===== config.mk =====
export PLATFORM = sky130hd
export DESIGN_NAME = eaec_line
export DESIGN_NICKNAME = d
export VERILOG_FILES = /design/src/hdl/eaec_pkg.sv /design/src/hdl/eaec_line.sv
export SDC_FILE = /design/constraint.sdc
export NUM_CORES = 2
export LEC_CHECK = 0
export ABC_CLOCK_PERIOD_IN_PS = 9400
export BUFFER_PORTS_ARGS = -buffer_cell sky130_fd_sc_hd__buf_2
export CAP_MARGIN = 10
export CORE_AREA = 2 2 414 457
export CTS_CLUSTER_DIAMETER = 100
export DETAILED_ROUTE_END_ITERATION = 10
export DIE_AREA = 0 0 416 459
export GPL_TIMING_DRIVEN = 0
export MAX_ROUTING_LAYER = met4
export PLACE_DENSITY_LB_ADDON = 0.2
export SYNTH_ARGS = -nofsm -noshare
export SYNTH_HDL_FRONTEND = slang
export SYNTH_SLANG_ARGS = --single-unit
export TNS_END_PERCENT = 20

===== constraint.sdc =====
create_clock -name i_clk -period 9.4 [get_ports i_clk]
set_input_delay 0.94 -clock i_clk [delete_from_list [all_inputs] [get_ports i_clk]]
set_output_delay 0.94 -clock i_clk [all_outputs]
set_load 0.03 [all_outputs]

===== src/hdl/eaec_pkg.sv =====
// shared types, widths and fixed-point coefficients for the eta/angle energy correction
package eaec_pkg;

    localparam int EW  = 20;          // energy, target peak and quotient width
    localparam int HW  = 17;          // eta width
    localparam int TW  = 15;          // angle width
    localparam int PW  = 2 * EW;      // energy times target peak
    localparam int CW  = 35;          // signed q.24 intercept / slope
    localparam int AW  = 52;          // signed accumulator width
    localparam int FW  = 28;          // signed q.16 expected peak
    localparam int NW  = PW + 10;     // dividend width

    localparam logic [EW-1:0] EN_MAX = {EW{1'b1}};

    // signed q.24 coefficients
    localparam logic signed [31:0] K_AL0 = 32'sd937797982;
    localparam logic signed [31:0] K_AL1 = -32'sd20084843;
    localparam logic signed [31:0] K_AL2 = 32'sd421833;
    localparam logic signed [31:0] K_BL0 = -32'sd717302720;
    localparam logic signed [31:0] K_BL1 = 32'sd42826353;
    localparam logic signed [31:0] K_BL2 = -32'sd668943;
    localparam logic signed [31:0] K_AR0 = -32'sd441420296;
    localparam logic signed [31:0] K_AR1 = 32'sd28680304;
    localparam logic signed [31:0] K_BR0 = 32'sd1553137738;
    localparam logic signed [31:0] K_BR1 = -32'sd36330612;

    typedef logic signed [CW-1:0] t_q24;

    typedef struct packed {
        logic [EW-1:0] energy;
        logic [HW-1:0] eta;
        logic [TW-1:0] angle;
        logic [EW-1:0] peak;
    } t_item;

    typedef struct packed {
        t_q24          cl;
        t_q24          sl;
        t_q24          cr;
        t_q24          sr;
        logic [HW-1:0] eta;
        logic [PW-1:0] ep;
    } t_lines;

    typedef struct packed {
        logic [NW-1:0] n;
        logic [FW-1:0] d;
        logic          inv;
    } t_div_in;

    typedef struct packed {
        logic [EW-1:0] energy;
        logic          inv;
        logic          sat;
    } t_result;

endpackage


===== src/hdl/eaec_line.sv =====
// both eta lines, their maximum and the dividend and divisor, three stages
module eaec_line (
    input  logic              i_clk,
    input  logic              i_rst_n,
    input  logic              i_en,
    input  logic              i_valid,
    input  eaec_pkg::t_lines  i_data,
    output logic              o_valid,
    output eaec_pkg::t_div_in o_data
);
    import eaec_pkg::*;

    localparam logic signed [AW-1:0] RND24 = AW'(64'sd8388608);

    // stage 4
    logic                 r4_v;
    logic signed [AW-1:0] r4_slh, r4_srh;
    t_q24                 r4_cl, r4_cr;
    logic [PW-1:0]        r4_ep;
    // stage 5
    logic                 r5_v;
    logic signed [FW-1:0] r5_fl, r5_fr;
    logic [PW-1:0]        r5_ep;
    // stage 6
    logic                 r6_v;
    t_div_in              r6_data;

    logic signed [HW:0]   n_hs;
    logic signed [AW-1:0] n_accl, n_accr;
    logic signed [FW-1:0] n_f;
    logic [FW-2:0]        n_fpos;
    t_div_in              n_div;

    assign n_hs   = $signed({1'b0, i_data.eta});
    assign n_accl = (AW'(r4_cl) <<< 16) + r4_slh + RND24;
    assign n_accr = (AW'(r4_cr) <<< 16) + r4_srh + RND24;

    always_comb begin
        n_f       = (r5_fl > r5_fr) ? r5_fl : r5_fr;
        n_fpos    = n_f[FW-2:0];
        n_div.inv = n_f[FW-1] | (n_f == '0);
        n_div.d   = {n_fpos, 1'b0};
        n_div.n   = {1'b0, r5_ep, 9'b0} + NW'(n_fpos);
    end

    always_ff @(posedge i_clk) begin
        if (!i_rst_n) begin
            r4_v <= 1'b0;
            r5_v <= 1'b0;
            r6_v <= 1'b0;
        end else if (i_en) begin
            r4_v <= i_valid;
            r5_v <= r4_v;
            r6_v <= r5_v;
        end
    end

    always_ff @(posedge i_clk) begin
        if (i_en) begin
            r4_slh  <= AW'(i_data.sl) * AW'(n_hs);
            r4_srh  <= AW'(i_data.sr) * AW'(n_hs);
            r4_cl   <= i_data.cl;
            r4_cr   <= i_data.cr;
            r4_ep   <= i_data.ep;

            r5_fl   <= n_accl[FW+23:24];
            r5_fr   <= n_accr[FW+23:24];
            r5_ep   <= r4_ep;

            r6_data <= n_div;
        end
    end

    assign o_valid = r6_v;
    assign o_data  = r6_data;

endmodule


# [Word-level counts from Yosys, hierarchy flattened]
# Index checks and enable logic that the tools add are counted.
# Widths: inputs -> output; s select.
[word_totals] input_bits=201 out_inout_bits=80 elab_cells=25 register_bits=391
[op_classes] n_addsub=5 order_cmp=1 n_mux=1 multipliers=2 bitwise_logic=1 n_reduce_logical=1
[op_table] operator="$add 51x52->52" n=2
[op_table] operator="$add 52x25->52 const B" n=2
[op_table] operator="$mul 35x18->52" n=2
[op_table] operator="$add 49x27->50" n=1
[op_table] operator="$gt 28x28->1" n=1
[op_table] operator="$logic_not 28->1" n=1
[op_table] operator="$mux 28" n=1
[op_table] operator="$or 1x1->1" n=1

# [Longest topological paths before layout]
[logic_depth] depth_word=4 ltp_mapped=26 mapped_depth_nobuf=24

# [Worst setup path before layout]
# OpenSTA, ideal clock, no wires.
[synth_path] path_kind="input -> register" startpoint="input port i_data[43] in the netlist's numbering" endpoint="register r4_srh[51] (data pin)" path_buffers=2 required_time_ps=9136 setup_slack_ps=2447 stages=23 t_arrival_ps=6688 cell_sequence="clkbuf_1 -> clkbuf_1 -> nand2_1 -> fa_1 -> fa_1 -> fa_1 -> inv_1 -> fa_1 -> fa_1 -> inv_1 -> fa_1 -> inv_1 -> ha_1 -> a21o_1 -> a21oi_1 -> nor2b_1 -> nand4_1 -> nor3_2 -> o31ai_1 -> o41ai_2 -> nor2_1 -> a2111oi_2 -> xnor2_1"
[synth_via] elab_chain_cells=1
[synth_rtl] item="start: declaration" line="eaec_line.sv:7" rtl="input eaec_pkg::t_lines i_data,"
[synth_rtl] item="$mul 35x18->52" line="eaec_line.sv:61" rtl="r4_srh <= AW'(i_data.sr) * AW'(n_hs);"
[synth_rtl] item="end signal: assignment" line="eaec_line.sv:61"
[synth_rtl] item="end: declaration" line="eaec_line.sv:17" rtl="logic signed [AW-1:0] r4_slh, r4_srh;"
# Every way passes these cells.
# A chain may end at the register's enable or synchronous reset.

# [Worst setup path after layout]
# Same ends and word-level chain as after synthesis.

==> flow_summary_export.csv <==
group,metric,value,unit
cts,clock_path_buffers,3,
timing,setup_viol,0,
yosys,synth_edf_count,347,
critical_path,crit_required,9.64,ns
yosys,synth_fa_ha_area_share,49.6,%
routing,firstDrtPassIters,6,
timing,rsz0062_at_grt,"yes",
routing,num_vias,38858,
yosys,ys_ff_latch,350,
timing,fmax,107,MHz
routing,drc,0,
timing,relSlewSlack,12.9,%
yosys,yosysMostFrequentCell,"inv_1",
global_routing,grt_util_all_layers,20.6,%
critical_path,r2r_cells,24,
routing,route.detailed.wl_per_inst,22.5,um
status,status,"finished clean",
placed_design,dp_cells,8249,
yosys,synthSimpleGateAreaFrac,13.2,%
critical_path,crit_arrival,9.56,ns
routing,viasPerCell,4.65,
global_routing,antenna_found_initial,66,
cts,clkTransAtPathRegs,0.06,ns
critical_path,cp-startpoint,"i_data[43]",
yosys,netlist_area,55600,um2
hold_path,hp-start,"r4_ep[25]",
yosys,avgSynthCellArea,10.1,um2
floorplan,io_pins,281,
timing,hold_viol,0,
timing,period_needed,9.32,ns
yosys,synth_top_family_by_area,"adder cells",
timing,tightest_slew,1.31,ns
floorplan,rows,167,
yosys,synth_mux_area_share,0.619,%
placed_design,gp_congestion,0.925,
placed_design,dp_hpwl,159000,um
timing,drv_slew,0,
placed_design,port_buffers,260,
floorplan,die_h,459,um
timing,fin_skew,0.0397,ns
yosys,synth_xor_area_share,2.63,%
cts,clock-sinks,350,
cts,insertion_delay,0.58,ns
yosys,synthArstFlopShare,0,%
yosys,synth_ff_type,"edfxtp_1",
critical_path,path_class,"input pin to register",
hold_path,holdPathStages,0,
floorplan,die_x,416,um
yosys,synth_cell_types,73,
cts,cts_tree,"yes",
yosys,synth_warnings,0,
timing,period_share,99.1,%
cts,ctsHoldBuffers,0,
finish,syn_to_final_growth,10.7,%
finish,fin_area,61600,um2
cts,clockRootBuffer,"clkbuf_16",
finish,finalNetCount,7574,
critical_path,crit_fanout,10,
global_routing,grt_pass1_vias,42475,
yosys,synth_common_cells,"inv_1 (1320), fa_1 (1119), nand2_1 (777), and2_1 (473), ha_1 (416)",
routing,ant_nets,0,
critical_path,end_kind,"register",
timing,whs,0.398,ns
yosys,synth_top_area_cell,"fa_1",
critical_path,worstSetupStartpointType,"input pin",
job,drv_cap,0,
yosys,syn_inst,5528,
yosys,syn_nets,7264,
yosys,synth_area_leaders,"fa_1 (40%), edfxtp_1 (19%), ha_1 (9.4%)",
cts,numCtsBuffers,36,
critical_path,r2r-start,"r5_fr[17]",
cts,cts_htree_levels,2,
hold_path,worst_hold_path_type,"register to register",
yosys,synth_compound_area_share,4.58,%
global_routing,grt_start_max_net_pins,114,
finish,finalNonFillerCells,8362,
floorplan,initial_utilization,29.7,%
floorplan,die-area,191000,um2
floorplan,core,187000,um2
placed_design,dpl_cell_area,60200,um2
routing,drt_iter0_markers,2576,
global_routing,grt.overflow.total,0,
yosys,synth.top_cell.area_share,40.3,%
finish,layout-drive-gt1-share,6.82,%
global_routing,grt_pass1_wl,279000,um
routing,routed_wl,189000,um
yosys,synth-seq-area-share,18.8,%
## flip-flops by register name (all words and copies together), names as in the netlist, 35 cells and up
| name | cells |
|---|---|
| r4_slh | 36 |
| r4_ep | 40 |
| r4_cl | 35 |
| o_data | 69 |
| r4_srh | 36 |
| r5_ep | 40 |
| r4_cr | 35 |
## worst max-delay path, cell delays in order
cell	delay, ns
clkbuf_1	0.62
buf_1	0.97
nand2_1	0.23
inv_1	0.20
fa_1	0.55
inv_1	0.18
fa_1	0.57
fa_1	0.56
fa_1	0.58
fa_1	0.43
fa_1	0.49
inv_1	0.05
ha_1	0.36
nand4_1	0.42
inv_1	0.19
nand2_1	0.07
o31ai_1	0.95
o41ai_2	0.20
nor2_1	0.18
a2111oi_2	0.07
xnor2_1	0.70
## logic make-up (layout without fill, tap and decap cells)
logic type                 count (synthesis)  count (layout)
other                                      1              51
buffers and inverters                   1536            1870
xor gates and xnor gates                 167             167
muxes                                     31              31
AOI/OAI and AO/OA                        373             373
adders and majority gates               1535            1535
DFF                                      350             350
and+or+nand+nor                         1535            1535
## final cells by class
cell class              count  area [um2]
plain buffers             216         858
multi-input cells        3642       39300
fillers                 19253      125000
well taps                2450        3070
repair buffers            272        1580
clock buffers              41         920
clock inverters            21         259
diodes                     50         125
inverters                1320        4950
flip-flops and latches    350       10500
## per-layer routing
| layer | vias up | track usage [%] | wire length, um |
|---|---|---|---|
| met3 | 258 | 3.23 | 11500 |
| li1 | 17315 | - | - |
| met1 | 20089 | 25.3 | 79200 |
| met4 | 0 | 7.67 | 7380 |
| met2 | 1196 | 34.1 | 90500 |
| met5 | - | - | 0 |
## cell usage in the layout, fill, tap and decap left out, types with 23 or more instances in the layout
master and instances:
inv_1 1320, fa_1 1119, nand2_1 777, and2_1 473, ha_1 416, edfxtp_1 347
buf_2 259, clkbuf_1 206, a21oi_1 117, xnor2_1 117, nor2_1 103, a21o_1 68
o21ai_0 59, diode_2 50, xor2_1 49, nand3_1 39, clkbuf_16 36, nor3_1 28
mux2_2 27, nor2b_1 24, o21a_1 24, nand4_1 23
## timing repair
action | in CTS | in global routing
endpoints found under the setup margin | 0 | 3
buffers inserted | 0 | 0
resized for setup | 0 | 6
## path summary, 6_finish.rpt
path              slack, ns    endpoint
setup reg to reg       2.78  o_data[74]
hold reg to reg        0.40   r5_ep[25]
hold / removal         0.40   r5_ep[25]
setup / recovery       0.08  r4_srh[51]
## stage by stage
stage	worst slack [ns]	util [%]	setup TNS [ns]
2_1_floorplan	2.45	-	0
3_3_place_gp	-0.397	32.1	-3.94
3_5_place_dp	-0.433	32.2	-4.70
4_1_cts	0.167	32.8	0
5_1_grt	-0.0314	32.9	-0.0314
6_report	0.0808	32.9	0
Power is not shown: default switching activity piles up to over one toggle a cycle in this logic, so the estimate is an artifact.
