## src/hdl/eaec_pkg.sv

```systemverilog
// shared types, widths and fixed-point coefficients for the eta/angle energy correction
package eaec_pkg;

    localparam int EW  = 20;          // energy, target peak and quotient width
    localparam int HW  = 17;          // eta width
    localparam int TW  = 15;          // angle width
    localparam int PW  = 2 * EW;      // energy times target peak
    localparam int CW  = 35;          // signed q.24 intercept / slope
    localparam int AW  = 52;          // signed accumulator width
    localparam int FW  = 28;          // signed q.16 expected peak
    localparam int NW  = PW + 10;     // dividend width

    localparam logic [EW-1:0] EN_MAX = {EW{1'b1}};

    // signed q.24 coefficients
    localparam logic signed [31:0] K_AL0 = 32'sd937797982;
    localparam logic signed [31:0] K_AL1 = -32'sd20084843;
    localparam logic signed [31:0] K_AL2 = 32'sd421833;
    localparam logic signed [31:0] K_BL0 = -32'sd717302720;
    localparam logic signed [31:0] K_BL1 = 32'sd42826353;
    localparam logic signed [31:0] K_BL2 = -32'sd668943;
    localparam logic signed [31:0] K_AR0 = -32'sd441420296;
    localparam logic signed [31:0] K_AR1 = 32'sd28680304;
    localparam logic signed [31:0] K_BR0 = 32'sd1553137738;
    localparam logic signed [31:0] K_BR1 = -32'sd36330612;

    typedef logic signed [CW-1:0] t_q24;

    typedef struct packed {
        logic [EW-1:0] energy;
        logic [HW-1:0] eta;
        logic [TW-1:0] angle;
        logic [EW-1:0] peak;
    } t_item;

    typedef struct packed {
        t_q24          cl;
        t_q24          sl;
        t_q24          cr;
        t_q24          sr;
        logic [HW-1:0] eta;
        logic [PW-1:0] ep;
    } t_lines;

    typedef struct packed {
        logic [NW-1:0] n;
        logic [FW-1:0] d;
        logic          inv;
    } t_div_in;

    typedef struct packed {
        logic [EW-1:0] energy;
        logic          inv;
        logic          sat;
    } t_result;

endpackage

```

## src/hdl/eaec_div.sv

```systemverilog
// range check and restoring divider, one quotient bit per stage
module eaec_div (
    input  logic              i_clk,
    input  logic              i_rst_n,
    input  logic              i_en,
    input  logic              i_valid,
    input  eaec_pkg::t_div_in i_data,
    output logic              o_valid,
    output eaec_pkg::t_result o_data
);
    import eaec_pkg::*;

    localparam int HIW = NW - EW;

    typedef struct packed {
        logic [FW-1:0] rem;
        logic [EW-1:0] lo;
        logic [EW-1:0] q;
        logic [FW-1:0] d;
        logic          ovf;
        logic          inv;
    } t_dstep;

    // one restoring step: shift in the next dividend bit, subtract when it fits
    function automatic t_dstep div_step(input t_dstep s);
        logic [FW:0] trial;
        logic        ge;
        t_dstep      nxt;
        trial   = {s.rem, s.lo[EW-1]};
        ge      = trial >= {1'b0, s.d};
        nxt     = s;
        nxt.rem = ge ? FW'(trial - {1'b0, s.d}) : trial[FW-1:0];
        nxt.lo  = {s.lo[EW-2:0], 1'b0};
        nxt.q   = {s.q[EW-2:0], ge};
        return nxt;
    endfunction

    logic [EW:0] r_v;
    t_dstep      r_st [0:EW];
    t_dstep      n_st0;

    always_comb begin
        n_st0.rem = i_data.n[EW+FW-1:EW];
        n_st0.lo  = i_data.n[EW-1:0];
        n_st0.q   = '0;
        n_st0.d   = i_data.d;
        n_st0.ovf = i_data.n[NW-1:EW] >= HIW'(i_data.d);
        n_st0.inv = i_data.inv;
    end

    always_ff @(posedge i_clk) begin
        if (!i_rst_n) begin
            r_v <= '0;
        end else if (i_en) begin
            r_v <= {r_v[EW-1:0], i_valid};
        end
    end

    always_ff @(posedge i_clk) begin
        if (i_en) begin
            r_st[0] <= n_st0;
            for (int k = 0; k < EW; k++) begin
                r_st[k+1] <= div_step(r_st[k]);
            end
        end
    end

    always_comb begin
        o_data.inv = r_st[EW].inv;
        o_data.sat = ~r_st[EW].inv & r_st[EW].ovf;
        if (r_st[EW].inv) begin
            o_data.energy = '0;
        end else if (r_st[EW].ovf) begin
            o_data.energy = EN_MAX;
        end else begin
            o_data.energy = r_st[EW].q;
        end
    end

    assign o_valid = r_v[EW];

endmodule
```

## config.mk

```make
export PLATFORM = sky130hd
export DESIGN_NAME = eaec_div
export DESIGN_NICKNAME = d
export VERILOG_FILES = /design/src/hdl/eaec_pkg.sv /design/src/hdl/eaec_div.sv
export SDC_FILE = /design/constraint.sdc
export NUM_CORES = 2
export LEC_CHECK = 0
export ABC_AREA = 1
export BUFFER_PORTS_ARGS = -buffer_cell sky130_fd_sc_hd__buf_2
export CAP_MARGIN = 20
export CORE_MARGIN = 8
export CORE_UTILIZATION = 70
export DETAILED_ROUTE_END_ITERATION = 6
export GPL_ROUTABILITY_DRIVEN = 0
export MAX_ROUTING_LAYER = met4
export PLACE_DENSITY = 0.95
export SETUP_SLACK_MARGIN = 0.5
export SLEW_MARGIN = 20
export SYNTH_ARGS = -nofsm -noshare
export SYNTH_HDL_FRONTEND = slang
export SYNTH_SLANG_ARGS = --single-unit
```

## constraint.sdc

```tcl
create_clock -name i_clk -period 3.1 [get_ports i_clk]
set_input_delay 0.93 -clock i_clk [delete_from_list [all_inputs] [get_ports i_clk]]
set_output_delay 0.93 -clock i_clk [all_outputs]
set_load 0.1 [all_outputs]
```

==> results of run 1 <==
-- what timing repair did --
action / 4_1_cts
resized for setup: 71
gates cloned: 7
setup endpoints to repair: 259
setup buffers: 20
pin swaps: 6
endpoints found under the hold margin: 0
hold buffers: 0
-- logic make-up after synthesis --
group / count (synthesis) / share of synthesized area
AOI/OAI and AO/OA: 442 / 0.02666
xor gates and xnor gates: 251 / 0.02181
adders and majority gates: 607 / 0.07675
buffers and inverters: 2777 / 0.1087
DFF: 1603 / 0.4754
and+or+nand+nor: 6921 / 0.2907
-- cell usage after synthesis (all sizes together) --
master	n
a21o	4
a21oi	284
clkinv	30
xnor2	22
nor4	10
fa	19
o211ai	3
inv	2603
xor2	229
buf	134
or2	38
a211oi	1
and3	2
nand3b	67
clkbuf	10
nor2	793
o21bai	31
and2	35
nand4	178
ha	588
edfxtp	1582
nand3	1260
nor3	63
a31oi	2
a41oi	14
dfxtp	21
nand2	4475
o21ai	103
-- routing by layer --
metal / overflow / global-route usage
met1: 86 / 0.6836
met2: 444 / 0.7996
met3: 113 / 0.6138
met4: 328 / 0.6406
met5: - / -
-- through the flow --
step / cells / instance area [µm²] / setup WS [ns] / hold slack [ns]
after detailed placement: 14566 / 104000 / 0.4219 / 0.4045
after floorplan: 12601 / 100800 / 0.2256 / 0.4003
after global placement: 14566 / 104000 / 0.3753 / 0.4006
after CTS: 14893 / 110200 / 0.2080 / 0.2374
==> impl_metrics.csv, run 1 <==
group,metric,value,unit
outcome,status,"aborted with a tool error",
outcome,haltStage,"5_1_grt",
outcome,error,"[ERROR GRT-0232] Routing congestion too high. Check the congestion heatmap in the GUI.",
synth,yosysTopAreaCell,"edfxtp_1",
synth,synthTopCellsByArea,"edfxtp_1 (47%), nand2_1 (17%), inv_1 (9.7%)",
placement,port-buffer-count,105,
floorplanning,io_pins,106,
placement,dp_hpwl,225700,µm
synth,synth_nets,13291,
cts,htreeDepth,4,
synth,syn_area,100800,µm²
floorplanning,start_util,0.7035,
synth,yosys_warnings,0,
global_routing,grt-ovfl-total,971,
synth,ys_seq_area_frac,0.4754,
cts,cts-buffers-inserted,162,
global_routing,grt_usage,0.6964,
synth,ys_ff_latch,1603,
cts,root_buffer,"clkbuf_16",
floorplanning,die_h,395.5,µm
floorplanning,die_w,395.5,µm
timing,endpoint_type,"top-level output",
synth,synth_area_per_cell,8.000,µm²
cts,clkSinkCount,1603,
synth,synth_top_area_share,0.4712,
cts,clk_path_buf_depth,3,
synth,synth.distinct_cells,47,
global_routing,grt_max_degree,83,
synth,syn_inst,12601,
timing,postGrtWorstEndpoint,"o_data[18]",
floorplanning,num_rows,139,
==> inputs of run 2 (changes only) <==
--- a/config.mk
+++ b/config.mk
@@ -9,12 +9,10 @@
 export BUFFER_PORTS_ARGS = -buffer_cell sky130_fd_sc_hd__buf_2
 export CAP_MARGIN = 20
 export CORE_MARGIN = 8
-export CORE_UTILIZATION = 70
+export CORE_UTILIZATION = 40
 export DETAILED_ROUTE_END_ITERATION = 6
 export GPL_ROUTABILITY_DRIVEN = 0
-export MAX_ROUTING_LAYER = met4
-export PLACE_DENSITY = 0.95
-export SETUP_SLACK_MARGIN = 0.5
+export PLACE_DENSITY_LB_ADDON = 0.15
 export SLEW_MARGIN = 20
 export SYNTH_ARGS = -nofsm -noshare
 export SYNTH_HDL_FRONTEND = slang
==> run 2 against run 1 <==
Against the previous run: synthesized cell count is the same; the flow now finishes without violations; area after synthesis stayed put.
==> impl_metrics.csv, run 2 <==
group,metric,value,unit
power,p_leak,56.46,nW
outcome,status,"complete, no violations",
synth,synthMuxAreaShare,0,
setup_path,crit_start,"r_st[10][0]",
setup_path,crit_buf_inv,2,
synth,synth_area_per_cell,8.000,µm²
setup_path,r2r_start,"r_st[4][93]",
final_layout,final_common_cell,"nand2_1",
placement,dp_hpwl,242100,µm
cts,clkSinkCount,1603,
cts,hold_buffers,0,
drt,drt_iter0_drc,7877,
drt,wl_per_cell,18.46,µm
power,vdd_drop_max,643.2,µV
global_routing,grt_antenna_before_repair,8,
final_layout,drive_gt1_frac,0.05808,
final_layout,layout_common_cells,"nand2_1 (4449), inv_1 (2603), edfxtp_1 (1582)",
floorplanning,start_util,0.4017,
global_routing,grt_pass1_vias,77354,
setup_path,cp_max_fo,22,
synth,syn_area,100800,µm²
synth,synth_most_common_cell,"nand2_1",
floorplanning,die_w,518.0,µm
synth,synth_top_family_by_area,"simple AND/OR/NAND/NOR gates",
worst_hold_path,hold_class,"primary input to register",
cts,root_buffer,"clkbuf_16",
synth,synth_ff_type,"edfxtp_1",
synth,yosys.area_share.xor_xnor,0.02181,
synth,synthAdderAreaFrac,0.07675,
drt,wl,302800,µm
drt,vias_per_cell,4.970,
timing,max_slew.worst_pin.slew,0.9580,ns
synth,yosysTopAreaCell,"edfxtp_1",
final_layout,final_area,112500,µm²
global_routing,grt_max_degree,99,
placement,postPlaceCellArea,106100,µm²
timing,setup_viol,0,
synth,synth_top_area_share,0.4712,
cts,cts_tree,"yes",
setup_path,path_cells,"buf_12, nor2_1, buf_4",
synth,yosys_warnings,0,
floorplanning,core,250900,µm²
setup_path,max_stage_delay,0.42,ns
setup_path,crit_type,"register to output pin",
synth,ys_ff_latch,1603,
setup_path,worstSetupStartpointType,"register",
cts,cts-buffers-inserted,185,
power,power,0.1090,W
global_routing,grt-ovfl-total,0,
drt,routed-via-count,81515,
final_layout,largest_registers,"r_st (1582), r_v (21)",
final_layout,final_core_util,0.4482,
cts,path_clk_slew,0.06,ns
timing,final.setup.tns,0,ns
cts,htreeDepth,4,
floorplanning,num_rows,184,
global_routing,grt_usage,0.2169,
setup_path,critPathArrivalTime,1.99,ns
cts,clk_path_buf_depth,3,
global_routing,grt_first_pass_wirelength,459300,µm
timing,clock_skew,0.07872,ns
timing,fmax,341.9,MHz
worst_hold_path,timing.hold.worst.start,"i_data[39]",
flow_run,max_cap_viol_count,0,
setup_path,crit_path_end_kind,"output pin",
drt,antenna_left,0,
synth,async_flop_share,0,
final_layout,seqCellArea,47930,µm²
timing,period_share,0.9434,
synth,ys_seq_area_frac,0.4754,
timing,whs,0.2419,ns
setup_path,cpMaxStageDelayCell,"edfxtp_1",
final_layout,fillCellCount,24753,
synth,synth_compound_area_frac,0.02666,
floorplanning,die_h,518.0,µm
synth,syn_inst,12601,
cts,clock_latency,0.86,ns
synth,synthTopCellsByArea,"edfxtp_1 (47%), nand2_1 (17%), inv_1 (9.7%)",
timing,relSlewSlack,0.3593,
timing,hold_viol,0,
placement,port-buffer-count,105,
final_layout,multi_input_area,41940,µm²
synth,synth-edff-count,1582,
setup_path,required,2.17,ns
synth,synth.distinct_cells,47,
synth,ys_top_cells_by_count,"nand2_1 (4449), inv_1 (2603), edfxtp_1 (1582), nand3_1 (1200), nor2_1 (718)",
synth,synth_nets,13291,
final_layout,syn_to_final_growth,11.57,%
timing,period_minus_slack,2.925,ns
floorplanning,io_pins,106,
power,power_density,969.1,nW/µm²
final_layout,nNetsFinal,13588,
floorplanning,die-area,268400,µm²
timing,rsz0062_at_grt,"false",
setup_path,ff2ff_setup_slack,0.23,ns
final_layout,regMostFlops,"r_st",
setup_path,crit_family,"buffers and inverters",
drt,drc,0,
final_layout,largest_reg_flops,1582,
synth,synthSimpleGateAreaFrac,0.2907,
timing,slew_viol_final,0,
drt,drtPass1Iterations,6,
run 2: routing by layer:
metal | GRT usage | routed length [µm]
met1 | 0.2942 | 133600
met5 | 0 | 11
met2 | 0.3572 | 138700
met3 | 0.02919 | 18420
met4 | 0.07614 | 12110
run 2: cells by family after synthesis:
logic type / after synthesis
flip-flops: 1603
XOR/XNOR: 251
buffers and inverters: 2777
adder cells (fa/ha/maj): 607
AND/OR/NAND/NOR: 6921
AO/OA/AOI/OAI: 442
run 2: cell type report:
type | count | share of cell area
timing repair buffer | 254 | 0.01959
sequential | 1603 | 0.4261
clock inverter | 129 | 0.01369
clock buffer | 212 | 0.04259
multi-input combinational | 8221 | 0.3728
tap | 3348 | 0.03724
inverter | 2633 | 0.08787
antenna | 3 | 0.00006674
run 2: stage by stage:
step | worst slack, ns | instances
detailed placement | 0.2321 | 16059
global placement | 0.2320 | 16059
CTS | 0.01141 | 16400
finish | 0.1755 | 16403
floorplan | 0.2256 | 12601
global route | 0.04150 | 16401
run 2: timing repair:
action / 4_1_cts / 5_1_grt
setup buffers: 0 / 0
setup endpoints to repair: 15 / 10
gates resized for setup: 17 / 7
gates cloned: 0 / 0
run 2: power breakdown:
group          switching [W]  leakage, nW  internal [W]
Combinational         0.0350         37.7        0.0168
Clock                0.00956         3.04        0.0129
Sequential           0.00394         15.7        0.0308
Total                 0.0485         56.5        0.0605
run 2: path summary, 6_finish.rpt:
path,to,cells past startpoint
min,r_st[0][60],1
min reg2reg,r_st[5][68],0
max reg2reg,r_st[4][181],12
max,o_data[19],3
Power figures use the tool's default switching activity.
